File: src/rtl/core/kms_pkg.sv
// ----------------------------------------------------------------------------
// kms_pkg - shared types and codes for the k-way merge select core
// Operation and status codes, payload structs and the scan token.
// ----------------------------------------------------------------------------
package kms_pkg;

  typedef enum logic [1:0] {
    OP_CLEAR = 2'd0,
    OP_PUSH  = 2'd1,
    OP_END   = 2'd2,
    OP_POP   = 2'd3
  } op_t;

  typedef enum logic [1:0] {
    ST_OK     = 2'd0,
    ST_REFILL = 2'd1,
    ST_DONE   = 2'd2,
    ST_REJECT = 2'd3
  } status_t;

  typedef struct packed {
    logic [1:0]         operation;
    logic [3:0]         run_index;
    logic signed [31:0] value;
  } in_item_t;

  typedef struct packed {
    logic [1:0]         status;
    logic signed [31:0] merged_value;
    logic [3:0]         source_run;
    logic               is_last;
  } out_item_t;

  // Token handed from cell to cell during a pop scan.
  typedef struct packed {
    logic               refill;
    logic [3:0]         refill_run;
    logic               found;
    logic [3:0]         best_run;
    logic signed [31:0] best_val;
    logic               busy;
  } scan_t;

endpackage

File: src/rtl/core/kms_cell.sv
// ----------------------------------------------------------------------------
// kms_cell - one stage of the pop scan chain
// Fold one run's head into the token and register it for the next cell.
// ----------------------------------------------------------------------------
module kms_cell (
  input  logic              clk,
  input  logic              rst_n,
  input  logic              adv,
  input  logic              active,
  input  logic              finished,
  input  logic              nonempty,
  input  logic [3:0]        run_id,
  input  logic signed [31:0] head,
  input  kms_pkg::scan_t    tok_i,
  output kms_pkg::scan_t    tok_o
);

  kms_pkg::scan_t tok_nxt, tok_r;

  always_comb begin
    tok_nxt = tok_i;
    if (active) begin
      if (!finished && !nonempty && !tok_i.refill) begin
        tok_nxt.refill     = 1'b1;
        tok_nxt.refill_run = run_id;
      end
      // highest index wins ties: take on less-or-equal
      if (nonempty && (!tok_i.found || head <= tok_i.best_val)) begin
        tok_nxt.found    = 1'b1;
        tok_nxt.best_run = run_id;
        tok_nxt.best_val = head;
      end
    end
  end

  always_ff @(posedge clk) begin
    if (!rst_n) begin
      tok_r <= '0;
    end else if (adv) begin
      tok_r <= tok_nxt;
    end
  end

  assign tok_o = tok_r;

endmodule

File: config.mk
export PLATFORM = sky130hd
export DESIGN_NAME = kms_cell
export DESIGN_NICKNAME = d
export VERILOG_FILES = /design/src/rtl/core/kms_pkg.sv /design/src/rtl/core/kms_cell.sv
export SDC_FILE = /design/constraint.sdc
export NUM_CORES = 1
export LEC_CHECK = 0
export BUFFER_PORTS_ARGS = -buffer_cell sky130_fd_sc_hd__buf_4
export CORE_ASPECT_RATIO = 0.75
export CORE_UTILIZATION = 40
export DETAILED_ROUTE_END_ITERATION = 12
export GPL_ROUTABILITY_DRIVEN = 0
export PLACE_DENSITY = 0.72
export SYNTH_ARGS = -nofsm -noshare
export SYNTH_HDL_FRONTEND = slang
export SYNTH_SLANG_ARGS = --single-unit
File: constraint.sdc
create_clock -name clk -period 2.8 [get_ports clk]
set_input_delay 0.42 -clock clk [delete_from_list [all_inputs] [get_ports clk]]
set_output_delay 0.42 -clock clk [all_outputs]
set_load 0.02 [all_outputs]
==> results.md <==
* Final critical path time including I/O delays and setup at 2.34 ns
* Layout cell share with drive strength beyond 1 at 34.2%
* Post-synthesis async set-or-reset flop share at 0%
* Utilization after layout at 56.4%
* Critical Path Fanout Max at 17
* Pin count of the biggest net entering global routing at 71
* Worst stage delay on the critical path at 0.45 ns
* H-Tree Level Count at 2
* Most frequently used flop master after synthesis: sky130_fd_sc_hd__dfxtp_1
* Die area at 0.00859 sq mm
* Placed cell count at 612
* Via Count at 3,411
* Wire length per cell at 15.4 um
* Antenna violations before repair at 0
* Synth Register Bits at 43
* Signal arrival time at the worst endpoint at 2.55 ns
* YS warnings at 0
* Max Root-Sink Buffers at 2
* Synthesized area at 0.00329 sq mm
* Clock sink count at 43
* Chip Height at 80.5 um
* Worst Setup Path Type: in -> reg
* Filler cell count at 739
* Flip-flop count of the largest register, all copies and words added at 43
* Number of DRC markers in iteration 0 at 147
* Number of antenna diodes at 0
* Buffers added on ports at 127
* Final worst hold slack at 0.372 ns
* Number of vias per cell after detailed routing at 5.50
* Count of flip-flops with a built-in enable after synthesis at 0
* Final WS setup at 0.464 ns
* Net count after synthesis at 518
* Root buffer cell: sky130_fd_sc_hd__clkbuf_8
* Slowest cell on crit path: sky130_fd_sc_hd__a2111o_1
* Worst slew margin relative to its limit at 67.1%
* Kind of capture point of the worst setup path: flip-flop
* Largest clock skew in the final design at 0 ns
* Setup violations, final at 0
* Worst Path Required at 3.01 ns
* Number of search-and-repair iterations in the first detailed-routing pass at 4
* Global-route wire length before repair at 15,300 um
* Clock network latency to the later pin of the worst-skew pair at 0.30 ns
* Maximum achievable frequency at 428 MHz
* Number of different library cells in the post-synthesis netlist at 33
* Via count of the first global-routing pass at 3,230
* Number of top-level pins at 128
* Worst hold-check path type: in -> reg
* Total overflow reported by the global router at 0
* Post-layout net count at 631
* DRC violation count after routing at 0
* Number of standard cells in the final layout excluding fillers at 620
* Clock transition at path regs at 0.10 ns
* Worst slew pin tran at 0.494 ns
* Starting density of the core at 41.5%
* Synthesis-to-finish area growth at 35.8%
* Startpoint Class: input port
* Resized Gates After CTS at 0
* Commonest non-fill, non-tap cells in the layout: sky130_fd_sc_hd__buf_4 (138), sky130_fd_sc_hd__inv_1 (69), sky130_fd_sc_hd__a21oi_1 (52)
* Die outline width at 107 um
* Post-cts hold buffer count at 0
* Part of the Yosys area used for sequential elements at 26.2%
* Setup TNS at 0 ns
* Syn Area/Cell at 8.20 sq um
* Inserted Clock Buffers at 5
* Post-route fraction of the period consumed by the critical path at 83.4%
* Half-perimeter wire length after detailed placement at 6910 um
* Crit-path cells: buf_4 -> ha_1 -> a21oi_1 -> a21boi_0 -> a2111o_1 -> o32ai_4 -> buf_4 -> a21oi_1 -> a311oi_1
* Post-CTS setup buffers at 0
* Reported leakage power at 0.00212 uW
* Pins over their slew limit at 0
* Setup Slack @ Placement at 0.177 ns
* Clock tree from TritonCTS: done
* Total power density per cell area at 406 mW/mm^2
* FP Rows at 28
* Max VDD drop at 0.265 mV
* Number of nets with antenna violations after routing at 0
* Syn Inst Count at 401
* Setup repair after global routing missed its margin: false
* Fin. Hold Viols at 0
* Max-cap violations at 0
* Overall fraction of global-route tracks in use at 22.4%
* Outcome: complete, no violations
* Most common cell after layout, fill and taps aside: sky130_fd_sc_hd__buf_4
* Placeable Area at 0.00792 sq mm
* Wire length reported by the detailed router at 9560 um
-- per-stage QoR --
stage / total power (uW) / cell area (sq um)
6_report: 1820 / 4470
5_1_grt: 1920 / 4470
4_1_cts: 1830 / 4470
3_5_place_dp: 1310 / 4350
3_3_place_gp: 1300 / 4350
2_1_floorplan: 1050 / 3290
-- cell usage after synthesis, drive strengths merged (6+ instances only) --
master   n  area, sq um
clkbuf  25         95.1
buf      9         61.3
o211ai  32          240
ha      32          400
nand4    6         43.8
nor2b    8         50.1
dfxtp   43          861
inv     69          259
nand2   12         45.0
o21ai   48          240
a311oi  36          447
a21oi   52          260
-- routing by layer --
metal | wire length [um] | track usage [%] | vias to the layer above
met2 | 4210 | 35.9 | 140
met5 | 0 | 0 | -
li1 | - | - | 1693
met1 | 4520 | 30.7 | 1570
met3 | 756 | 4.55 | 8
met4 | 69 | 5.07 | 0
-- worst max-delay path: cells and delay by family --
family	cells	cell delay, ns
AOI/OAI and AO/OA	6	1.37
buffers and inverters	2	0.42
adders and majority gates	1	0.33
-- cells by family (layout without fill, tap and decap cells) --
| kind of cell | after synthesis | after routing | share of synthesized area [%] |
|---|---|---|---|
| AO/OA/AOI/OAI | 183 | 183 | 41.5 |
| buffers and inverters | 103 | 217 | 12.6 |
| flip-flops | 43 | 43 | 26.2 |
| AND/OR/NAND/NOR | 35 | 35 | 6.01 |
| adder cells (fa/ha/maj) | 32 | 32 | 12.2 |
| multiplexers | 5 | 5 | 1.52 |
-- path summary, 6_finish.rpt --
kind	from	slack, ns	cells past startpoint	to
min	tok_i[0]	0.37	3	tok_o[0]
max reg2reg	tok_o[22]	1.96	2	tok_o[22]
min reg2reg	tok_o[40]	0.49	1	tok_o[40]
max	head[14]	0.46	9	tok_o[12]
-- power by group --
part | switching, uW | internal (uW)
registers | 27.6 | 662
clock network | 248 | 271
logic | 334 | 273
total | 609 | 1210
-- cell type report --
| class | instances | area, sq um | share of cell area, % |
|---|---|---|---|
| multi-input cells | 255 | 2020 | 45.3 |
| repair buffers | 140 | 1080 | 24.1 |
| flip-flops and latches | 43 | 861 | 19.3 |
| inverters | 69 | 259 | 5.80 |
| well taps | 105 | 131 | 2.94 |
| clock buffers | 5 | 68.8 | 1.54 |
| clock inverters | 3 | 47.5 | 1.06 |
Note: power is estimated with default switching activity, not from simulation.
